==> config.mk <==
export PLATFORM = sky130hd
export DESIGN_NAME = lane_queues_priority_rotation
export DESIGN_NICKNAME = d
export VERILOG_FILES = /design/src/rtl/core/lqpr_pkg.sv /design/src/rtl/core/lqpr_front.sv /design/src/rtl/core/lqpr_back.sv /design/src/rtl/core/lane_queues_priority_rotation.sv
export SDC_FILE = /design/constraint.sdc
export NUM_CORES = 2
export LEC_CHECK = 0
export ABC_CLOCK_PERIOD_IN_PS = 8530
export BUFFER_PORTS_ARGS = -buffer_cell sky130_fd_sc_hd__buf_2
export CORE_MARGIN = 4
export CORE_UTILIZATION = 50
export CTS_CLUSTER_DIAMETER = 200
export DETAILED_ROUTE_END_ITERATION = 6
export PLACE_DENSITY = 0.65
export SLEW_MARGIN = 10
export SYNTH_ARGS = -nofsm -noshare
export SYNTH_HDL_FRONTEND = slang
export SYNTH_SLANG_ARGS = --single-unit
==> constraint.sdc <==
create_clock -name clk -period 8.53 [get_ports clk]
set_clock_uncertainty 0.2 [all_clocks]
set_input_delay 1.2795 -clock clk [delete_from_list [all_inputs] [get_ports clk]]
set_output_delay 1.2795 -clock clk [all_outputs]
set_load 0.1 [all_outputs]
==> src/rtl/core/lqpr_pkg.sv <==
// Shared types, constants and helpers for the lane queue block.
`default_nettype none
package lqpr_pkg;

    localparam int LANE_COUNT   = 4;
    localparam int QUEUE_DEPTH  = 16;
    localparam int PAYLOAD_BITS = 32;

    localparam int LANE_W  = 2;
    localparam int PTR_W   = $clog2(QUEUE_DEPTH);
    localparam int FILL_W  = 5;
    localparam int ADDR_W  = $clog2(LANE_COUNT * QUEUE_DEPTH);
    localparam int GRANT_W = 4;
    localparam int GREEN_W = $clog2(LANE_COUNT);
    localparam int MARK_W  = 5;
    localparam int CFG_IDX_W = 1;

    localparam logic [1:0] MODE_ENQ  = 2'd0;
    localparam logic [1:0] MODE_DEQ  = 2'd1;
    localparam logic [1:0] MODE_TICK = 2'd2;

    localparam logic [CFG_IDX_W-1:0] CFG_HIGH_MARK = 1'd0;
    localparam logic [CFG_IDX_W-1:0] CFG_LOW_MARK  = 1'd1;

    localparam logic [MARK_W-1:0] HIGH_MARK_RESET = 5'd10;
    localparam logic [MARK_W-1:0] LOW_MARK_RESET  = 5'd5;

    typedef enum logic [1:0] {
        OP_ENQ,
        OP_DEQ,
        OP_TICK,
        OP_NOP
    } op_kind_t;

    typedef struct packed {
        logic [1:0]              mode;
        logic [LANE_W-1:0]       lane_select;
        logic [PAYLOAD_BITS-1:0] payload_in;
    } in_item_t;

    typedef struct packed {
        logic                    op_ok;
        logic [PAYLOAD_BITS-1:0] payload_out;
        logic [FILL_W-1:0]       lane_fill;
        logic [GRANT_W-1:0]      grant_onehot;
        logic                    priority_on;
    } out_item_t;

    typedef struct packed {
        op_kind_t                kind;
        logic [LANE_W-1:0]       lane;
        logic                    lane_ok;
        logic [PAYLOAD_BITS-1:0] payload;
    } op_t;

    function automatic logic [PTR_W-1:0] ptr_wrap(input logic [PTR_W-1:0] ptr);
        if (ptr == PTR_W'(QUEUE_DEPTH - 1))
        begin
            return '0;
        end
        return ptr + PTR_W'(1);
    endfunction

endpackage
`default_nettype wire

==> src/rtl/core/lqpr_front.sv <==
// Front end: accept and classify items, buffer them in a short queue.
`default_nettype none
module lqpr_front (
    input  wire logic              clk,
    input  wire logic              rst_n,
    input  wire logic              start,
    input  wire lqpr_pkg::in_item_t cmd,
    output logic                   busy,
    output logic                   op_valid,
    output lqpr_pkg::op_t          op
);

    lqpr_pkg::op_t q_reg [2];
    logic          wr_ptr_reg;
    logic          wr_ptr_next;
    logic          rd_ptr_reg;
    logic          rd_ptr_next;
    logic [1:0]    count_reg;
    logic [1:0]    count_next;
    logic          push;
    logic          pop;
    lqpr_pkg::op_t new_op;

    always_comb
    begin
        new_op.lane    = cmd.lane_select;
        new_op.payload = cmd.payload_in;
        new_op.lane_ok = ({1'b0, cmd.lane_select} < (lqpr_pkg::LANE_W + 1)'(lqpr_pkg::LANE_COUNT));
        unique case (cmd.mode)
            lqpr_pkg::MODE_ENQ:  new_op.kind = lqpr_pkg::OP_ENQ;
            lqpr_pkg::MODE_DEQ:  new_op.kind = lqpr_pkg::OP_DEQ;
            lqpr_pkg::MODE_TICK: new_op.kind = lqpr_pkg::OP_TICK;
            default:             new_op.kind = lqpr_pkg::OP_NOP;
        endcase
    end

    assign busy     = (count_reg == 2'd2);
    assign push     = start && !busy;
    assign op_valid = (count_reg != 2'd0);
    assign pop      = op_valid;
    assign op       = q_reg[rd_ptr_reg];

    always_comb
    begin
        wr_ptr_next = push ? !wr_ptr_reg : wr_ptr_reg;
        rd_ptr_next = pop ? !rd_ptr_reg : rd_ptr_reg;
        count_next  = count_reg + {1'b0, push} - {1'b0, pop};
    end

    always_ff @(posedge clk or negedge rst_n)
    begin
        if (!rst_n)
        begin
            wr_ptr_reg <= 1'b0;
            rd_ptr_reg <= 1'b0;
            count_reg  <= 2'd0;
        end
        else
        begin
            wr_ptr_reg <= wr_ptr_next;
            rd_ptr_reg <= rd_ptr_next;
            count_reg  <= count_next;
        end
    end

    always_ff @(posedge clk)
    begin
        if (push)
        begin
            q_reg[wr_ptr_reg] <= new_op;
        end
    end

endmodule
`default_nettype wire

==> src/rtl/core/lqpr_back.sv <==
// Back end: lane FIFOs, payload memory and the priority grant rotation.
`default_nettype none
module lqpr_back (
    input  wire logic                          clk,
    input  wire logic                          rst_n,
    input  wire logic                          op_valid,
    input  wire lqpr_pkg::op_t                 op,
    input  wire logic [lqpr_pkg::MARK_W-1:0]   high_mark,
    input  wire logic [lqpr_pkg::MARK_W-1:0]   low_mark,
    output logic                               result_valid,
    output lqpr_pkg::out_item_t                result
);

    localparam int PTR_W   = lqpr_pkg::PTR_W;
    localparam int FILL_W  = lqpr_pkg::FILL_W;
    localparam int ADDR_W  = lqpr_pkg::ADDR_W;
    localparam int GREEN_W = lqpr_pkg::GREEN_W;
    localparam int GRANT_W = lqpr_pkg::GRANT_W;
    localparam int PW      = lqpr_pkg::PAYLOAD_BITS;
    localparam int LANES   = lqpr_pkg::LANE_COUNT;

    logic [PW-1:0]      mem [LANES * lqpr_pkg::QUEUE_DEPTH];

    logic [PTR_W-1:0]   head_reg [LANES];
    logic [PTR_W-1:0]   head_next [LANES];
    logic [PTR_W-1:0]   tail_reg [LANES];
    logic [PTR_W-1:0]   tail_next [LANES];
    logic [FILL_W-1:0]  fill_reg [LANES];
    logic [FILL_W-1:0]  fill_next [LANES];
    logic               prio_reg;
    logic               prio_next;
    logic [GREEN_W-1:0] green_reg;
    logic [GREEN_W-1:0] green_next;
    logic [GRANT_W-1:0] lights_reg;
    logic [GRANT_W-1:0] lights_next;

    logic               valid_reg;
    logic               ok_reg;
    logic               deq_reg;
    logic [FILL_W-1:0]  lane_fill_reg;
    logic [PW-1:0]      rdata_reg;

    logic [FILL_W-1:0]  fill_cur;
    logic [PTR_W-1:0]   tail_inc;
    logic               enq_ok;
    logic               deq_ok;
    logic [ADDR_W-1:0]  lane_base;
    logic [ADDR_W-1:0]  waddr;
    logic [ADDR_W-1:0]  raddr;
    logic [FILL_W-1:0]  fill0;
    logic               prio_keep;
    logic [GREEN_W-1:0] green_inc;
    logic [FILL_W-1:0]  res_fill;

    always_comb
    begin
        head_next   = head_reg;
        tail_next   = tail_reg;
        fill_next   = fill_reg;
        prio_next   = prio_reg;
        green_next  = green_reg;
        lights_next = lights_reg;
        prio_keep   = prio_reg;

        fill_cur  = fill_reg[op.lane];
        tail_inc  = lqpr_pkg::ptr_wrap(tail_reg[op.lane]);
        enq_ok    = op_valid && (op.kind == lqpr_pkg::OP_ENQ) && op.lane_ok
                    && (fill_cur < FILL_W'(lqpr_pkg::QUEUE_DEPTH));
        deq_ok    = op_valid && (op.kind == lqpr_pkg::OP_DEQ) && op.lane_ok
                    && (fill_cur != '0);
        lane_base = ADDR_W'(ADDR_W'(op.lane) * ADDR_W'(lqpr_pkg::QUEUE_DEPTH));
        waddr     = lane_base + ADDR_W'(tail_inc);
        raddr     = lane_base + ADDR_W'(head_reg[op.lane]);

        if (enq_ok)
        begin
            tail_next[op.lane] = tail_inc;
            fill_next[op.lane] = fill_cur + FILL_W'(1);
        end
        if (deq_ok)
        begin
            head_next[op.lane] = lqpr_pkg::ptr_wrap(head_reg[op.lane]);
            fill_next[op.lane] = fill_cur - FILL_W'(1);
        end

        fill0     = fill_reg[0];
        green_inc = (green_reg == GREEN_W'(LANES - 1)) ? '0 : green_reg + GREEN_W'(1);
        if (op_valid && (op.kind == lqpr_pkg::OP_TICK))
        begin
            if ((fill0 > high_mark) && !prio_reg)
            begin
                prio_next   = 1'b1;
                green_next  = '0;
                lights_next = GRANT_W'(1);
            end
            else
            begin
                prio_keep = prio_reg && !(fill0 < low_mark);
                prio_next = prio_keep;
                if (!prio_keep)
                begin
                    green_next  = green_inc;
                    lights_next = GRANT_W'(1) << green_inc;
                end
            end
        end

        res_fill = op.lane_ok ? fill_next[op.lane] : '0;
    end

    always_ff @(posedge clk or negedge rst_n)
    begin
        if (!rst_n)
        begin
            for (int i = 0; i < LANES; i++)
            begin
                head_reg[i] <= '0;
                tail_reg[i] <= PTR_W'(lqpr_pkg::QUEUE_DEPTH - 1);
                fill_reg[i] <= '0;
            end
            prio_reg   <= 1'b0;
            green_reg  <= '0;
            lights_reg <= '0;
            valid_reg  <= 1'b0;
        end
        else
        begin
            head_reg   <= head_next;
            tail_reg   <= tail_next;
            fill_reg   <= fill_next;
            prio_reg   <= prio_next;
            green_reg  <= green_next;
            lights_reg <= lights_next;
            valid_reg  <= op_valid;
        end
    end

    always_ff @(posedge clk)
    begin
        ok_reg        <= enq_ok || deq_ok;
        deq_reg       <= deq_ok;
        lane_fill_reg <= res_fill;
    end

    always_ff @(posedge clk)
    begin
        if (enq_ok)
        begin
            mem[waddr] <= op.payload;
        end
        rdata_reg <= mem[raddr];
    end

    assign result_valid        = valid_reg;
    assign result.op_ok        = ok_reg;
    assign result.payload_out  = deq_reg ? rdata_reg : '0;
    assign result.lane_fill    = lane_fill_reg;
    assign result.grant_onehot = lights_reg;
    assign result.priority_on  = prio_reg;

endmodule
`default_nettype wire

==> src/rtl/core/lane_queues_priority_rotation.sv <==
// Top level: lane queues with round-robin grant and lane 0 priority override.
//
//  channel   handshake             payload
//  -------   --------------------  -----------------------------------
//  command   start / busy          cmd (mode, lane_select, payload_in)
//  result    result_valid strobe   result (op_ok .. priority_on)
//  config    cfg_we                cfg_index, cfg_data
//
// One item per cycle sustained; the result strobe rises once the item has passed
// the front queue register and the back end result register.
// The item is held in the front queue; the back end registers the result and
// the memory read in the cycle the item leaves the queue head.
// Busy stays low: the back end drains the two-entry queue every cycle.
// Reset empties all lanes, clears grant and priority, and loads marks 10 and 5.
// The receiver cannot stall: each result strobe lasts one cycle.
`default_nettype none
module lane_queues_priority_rotation (
    input  wire logic                             clk,
    input  wire logic                             rst_n,
    input  wire logic                             start,
    input  wire lqpr_pkg::in_item_t               cmd,
    output logic                                  busy,
    output logic                                  result_valid,
    output lqpr_pkg::out_item_t                   result,
    input  wire logic                             cfg_we,
    input  wire logic [lqpr_pkg::CFG_IDX_W-1:0]   cfg_index,
    input  wire logic [lqpr_pkg::MARK_W-1:0]      cfg_data
);

    logic [lqpr_pkg::MARK_W-1:0] high_mark_reg;
    logic [lqpr_pkg::MARK_W-1:0] low_mark_reg;
    logic                        op_valid;
    lqpr_pkg::op_t               op;

    always_ff @(posedge clk or negedge rst_n)
    begin
        if (!rst_n)
        begin
            high_mark_reg <= lqpr_pkg::HIGH_MARK_RESET;
            low_mark_reg  <= lqpr_pkg::LOW_MARK_RESET;
        end
        else if (cfg_we)
        begin
            unique case (cfg_index)
                lqpr_pkg::CFG_HIGH_MARK: high_mark_reg <= cfg_data;
                lqpr_pkg::CFG_LOW_MARK:  low_mark_reg  <= cfg_data;
                default:                 high_mark_reg <= high_mark_reg;
            endcase
        end
    end

    lqpr_front u_front (
        .clk      (clk),
        .rst_n    (rst_n),
        .start    (start),
        .cmd      (cmd),
        .busy     (busy),
        .op_valid (op_valid),
        .op       (op)
    );

    lqpr_back u_back (
        .clk          (clk),
        .rst_n        (rst_n),
        .op_valid     (op_valid),
        .op           (op),
        .high_mark    (high_mark_reg),
        .low_mark     (low_mark_reg),
        .result_valid (result_valid),
        .result       (result)
    );

endmodule
`default_nettype wire
==> tab_implementation.tex <==
\begin{tabular}{lr}
\hline
Metric & Value \\
\hline
\multicolumn{2}{l}{\textbf{Setup path}} \\
\quad Max FO, Critical Path & 52 \\
\quad Sum of buffers and inverters on the critical path & 1 \\
\quad Cells traversed along the worst timing path & mux2\_4, mux2i\_1, nand3\_1, nand2\_4, buf\_4, a31oi\_1, and3\_1, a31oi\_1, nand4\_1 \\
\quad Critical Path Slowest Stage Cell & dfrtp\_2 \\
\quad Largest delay contributor family on the critical path & multiplexers \\
\quad Peak per-stage delay on the critical path & 1000 ps \\
\quad Arrival time of data at the critical path endpoint & 5900 ps \\
\quad Classification of the worst setup path & flip-flop to flip-flop \\
\quad Data required time of the worst path & 9010 ps \\
\quad Crit path top cell by count & a31oi\_1 \\
\quad Worst Setup End Kind & flip-flop \\
\quad Worst setup SP type & flip-flop \\
\multicolumn{2}{l}{\textbf{Global route}} \\
\quad Number of global-route vias before repair & 49900 \\
\quad Largest net degree at the start of global routing & 168 \\
\quad GRT overflow & 0 \\
\quad Wire length of the first global-routing pass & 344000 um \\
\quad Antenna violations before repair & 4 \\
\quad Total GRT Usage & 26.1\% \\
\multicolumn{2}{l}{\textbf{Yosys}} \\
\quad List of most frequent post-synthesis cells & edfxtp\_1 (2120), nand2\_1 (1629), a31oi\_1 (386) \\
\quad Post-Synthesis Mean Instance Area & 14.5 sq um \\
\quad Ranking of synthesized cells by area & edfxtp\_1 (73\%), nand2\_1 (7.0\%), mux2i\_1 (3.1\%) \\
\quad Warning count from the yosys run & 0 \\
\quad Total nets after synthesis & 6040 \\
\quad Part of the Yosys area used for sequential elements & 76.4\% \\
\quad Dominant cell type by area after synthesis & edfxtp\_1 \\
\quad Register bit total from synthesis & 2233 \\
\quad Area share of the largest cell type after synthesis & 73.3\% \\
\quad Mapped cell area & 0.0868 sq mm \\
\quad Commonest register cell after synthesis & edfxtp\_1 \\
\quad Most instantiated library cell after synthesis & edfxtp\_1 \\
\quad Fraction of registers with async set/reset & 3.31\% \\
\quad Instance count of the mapped netlist & 5976 \\
\quad Number of enable-type register cells in the synthesized netlist & 2120 \\
\quad Count of unique library cells instantiated by Yosys & 65 \\
\multicolumn{2}{l}{\textbf{Finish}} \\
\quad Largest register FFs & 2048 \\
\quad Final design instance area without fill & 0.0968 sq mm \\
\quad Number of nets at the end of the flow & 6118 \\
\quad Antenna diode count & 0 \\
\quad Fraction of final layout cells with drive strength greater than 1 & 10.9\% \\
\quad Fraction of the core area covered by cells at the end of the flow & 56.2\% \\
\quad Synth-to-layout area growth & 11.5\% \\
\multicolumn{2}{l}{\textbf{Detailed routing}} \\
\quad Total detailed-routing wirelength & 238000 um \\
\quad DR DRC count & 0 \\
\quad Sum of routed wire segments on met1 & 96300 um \\
\quad Total number of vias & 52100 \\
\quad Via-to-Cell Ratio & 6.10 \\
\quad Topmost layer with routed signal wires & met5 \\
\quad Met2 wire length & 112000 um \\
\quad Number of nets with antenna violations after routing & 0 \\
\quad Length of the first detailed-routing pass in iterations & 6 \\
\quad Drt first-iter violations & 6919 \\
\quad Routed wirelength normalized by instance count & 27.9 um \\
\quad Total length of routed met3 wires & 22400 um \\
\multicolumn{2}{l}{\textbf{CTS}} \\
\quad \# H-tree levels & 4 \\
\quad Clock latency on the worst-skew pair & 860 ps \\
\quad Number of hold-repair buffers added at the cts stage & 0 \\
\quad Post\_cts resized & 0 \\
\quad TritonCTS clock tree & done \\
\quad Clock sinks & 2233 \\
\quad Total CTS buffers & 213 \\
\quad Cell at the root of the clock tree & clkbuf\_16 \\
\quad Max Buffers Root-to-Sink & 3 \\
\quad Post CTS Setup Buffer Count & 0 \\
\quad Register clock-pin slew on the reported worst setup and hold paths & 60 ps \\
\multicolumn{2}{l}{\textbf{Power and ir drop}} \\
\quad Sequential power share & 39.4\% \\
\quad Logic pwr share & 35.3\% \\
\quad Total leakage power & 33.4 nW \\
\quad Internal power summed over all cells & 0.0218 W \\
\quad Maximum ir drop on the vdd rail & 497 uV \\
\quad Power density over cell area & 366 mW/mm\^{}2 \\
\quad Fraction of power consumed by the clock network & 25.3\% \\
\quad Total Power & 0.0354 W \\
\quad Switching part of the total & 38.5\% \\
\quad Net switching power & 0.0136 W \\
\multicolumn{2}{l}{\textbf{STA}} \\
\quad Setup WS post-layout & 3110 ps \\
\quad Final Cycle Share & 63.6\% \\
\quad Normalized max-slew margin & 18.9\% \\
\quad Unrepaired setup endpoints after global routing & false \\
\quad Slew at the pin closest to its max-slew limit & 1220 ps \\
\quad F\_max & 0.184 GHz \\
\quad Slew Viols, Final & 0 \\
\quad Final hold vios & 0 \\
\quad Final period demand of the worst path & 5420 ps \\
\quad Post-Route Setup TNS & 0 ps \\
\quad Setup violators final & 0 \\
\multicolumn{2}{l}{\textbf{Placement}} \\
\quad Gp weighted congestion & 0.853 \\
\quad Number of buffers added on ports & 90 \\
\quad Final HPWL DP & 124000 um \\
\quad Pre-CTS setup slack & 3170 ps \\
\quad Instance area after placement & 0.0902 sq mm \\
\multicolumn{2}{l}{\textbf{Die}} \\
\quad Horizontal extent of the die & 425 um \\
\quad Die outline area & 0.180 sq mm \\
\quad Overall die height & 425 um \\
\quad Count of standard-cell rows & 152 \\
\quad I/O pin count & 91 \\
\quad Core Footprint & 0.172 sq mm \\
\quad Starting density of the core & 50.4\% \\
\multicolumn{2}{l}{\textbf{Hold path}} \\
\quad Min-Delay Path Class & flip-flop to flip-flop \\
\multicolumn{2}{l}{\textbf{Run status}} \\
\quad Status & finished clean \\
\multicolumn{2}{l}{\textbf{Flow run}} \\
\quad Max-cap viol count & 0 \\
\hline
\end{tabular}
-- cell usage in the layout, fill, tap and decap left out, drive strengths merged, types with 3 or more instances in the layout --
cell    count
dfrtp      54
nor3       14
ha         18
a22o        7
and2       35
o31ai       4
xnor2       9
a21oi      22
a31oi     387
nand2b     10
clkinv     83
nor2b       3
o21ai      31
bufinv      8
dfxtp      39
a32oi     257
mux2       53
mux4       11
nand2    1629
nand4      32
or2         3
o22ai       3
dfstp      20
mux2i     274
inv        33
o211ai      3
clkbuf    289
buf       235
nand3     269
and3      132
or3         9
a21o        3
edfxtp   2120
nor2      107
-- worst reg2reg max path: stages, from the launching register on --
cell,delay [ps]
dfrtp_2,1000
mux2_4,660
mux2i_1,490
nand3_1,200
nand2_4,520
buf_4,800
a31oi_1,160
and3_1,220
a31oi_1,800
nand4_1,220
-- power groups by stage --
stage	clock, W	combinational (W)	sequential (W)
2_1_floorplan	0	0.00813	0.0141
3_3_place_gp	0	0.0121	0.0142
3_5_place_dp	0	0.0123	0.0142
4_1_cts	0.00908	0.0123	0.0140
5_1_grt	0.00956	0.0133	0.0140
6_report	0.00898	0.0125	0.0140
-- final cells by class --
type,instances,area [sq um]
Fill cell,13300,75300
Tap cell,2310,2890
Clock inverter,99,865
Inverter,26,105
Multi-Input combinational cell,3345,19100
Timing Repair Buffer,235,1780
Sequential cell,2233,66300
Clock buffer,289,5750
-- metrics by stage --
| stage | hold slack [ps] | cells |
|---|---|---|
| floorplan | 237 | 5976 |
| detailed placement | 251 | 8149 |
| global route | 277 | 8537 |
| finish | 263 | 8537 |
| global placement | 247 | 8149 |
| CTS | 262 | 8537 |
-- path summary, 6_finish.rpt --
| kind | start | endpoint | slack [ps] | depth (start not counted) |
|---|---|---|---|---|
| max | u_front.rd_ptr_reg$_DFFE_PN0P_ | u_back.rdata_reg[11]$_DFF_P_ | 3110 | 9 |
| min | u_back.tail_reg[7]$_DFFE_PN1P_ | u_back.tail_reg[7]$_DFFE_PN1P_ | 260 | 2 |
| max reg2reg | u_front.rd_ptr_reg$_DFFE_PN0P_ | u_back.rdata_reg[11]$_DFF_P_ | 3110 | 9 |
| min reg2reg | u_back.tail_reg[7]$_DFFE_PN1P_ | u_back.tail_reg[7]$_DFFE_PN1P_ | 260 | 2 |
| max in group asynchronous | rst_n | u_front.rd_ptr_reg$_DFFE_PN0P_ | 7010 | 2 |
| min in group asynchronous | rst_n | u_back.prio_reg$_DFFE_PN0P_ | 480 | 2 |
-- layer usage --
layer,GRT usage [%],vias up
li1,-,22600
met1,36.8,26400
met2,41.4,2619
met3,4.72,385
met4,8.41,2
met5,0,-
-- logic make-up (layout without fill, tap and decap cells) --
logic type	Yosys count	count (layout)	share of synthesized area, %
fa+ha+maj	18	18	0.259
buf+inv	398	649	2.23
xor+xnor	10	10	0.110
flops	2233	2233	76.4
mux	338	338	4.14
simple gates	2248	2248	10.8
compound gates	731	731	6.05
Power figures use the tool's default switching activity.
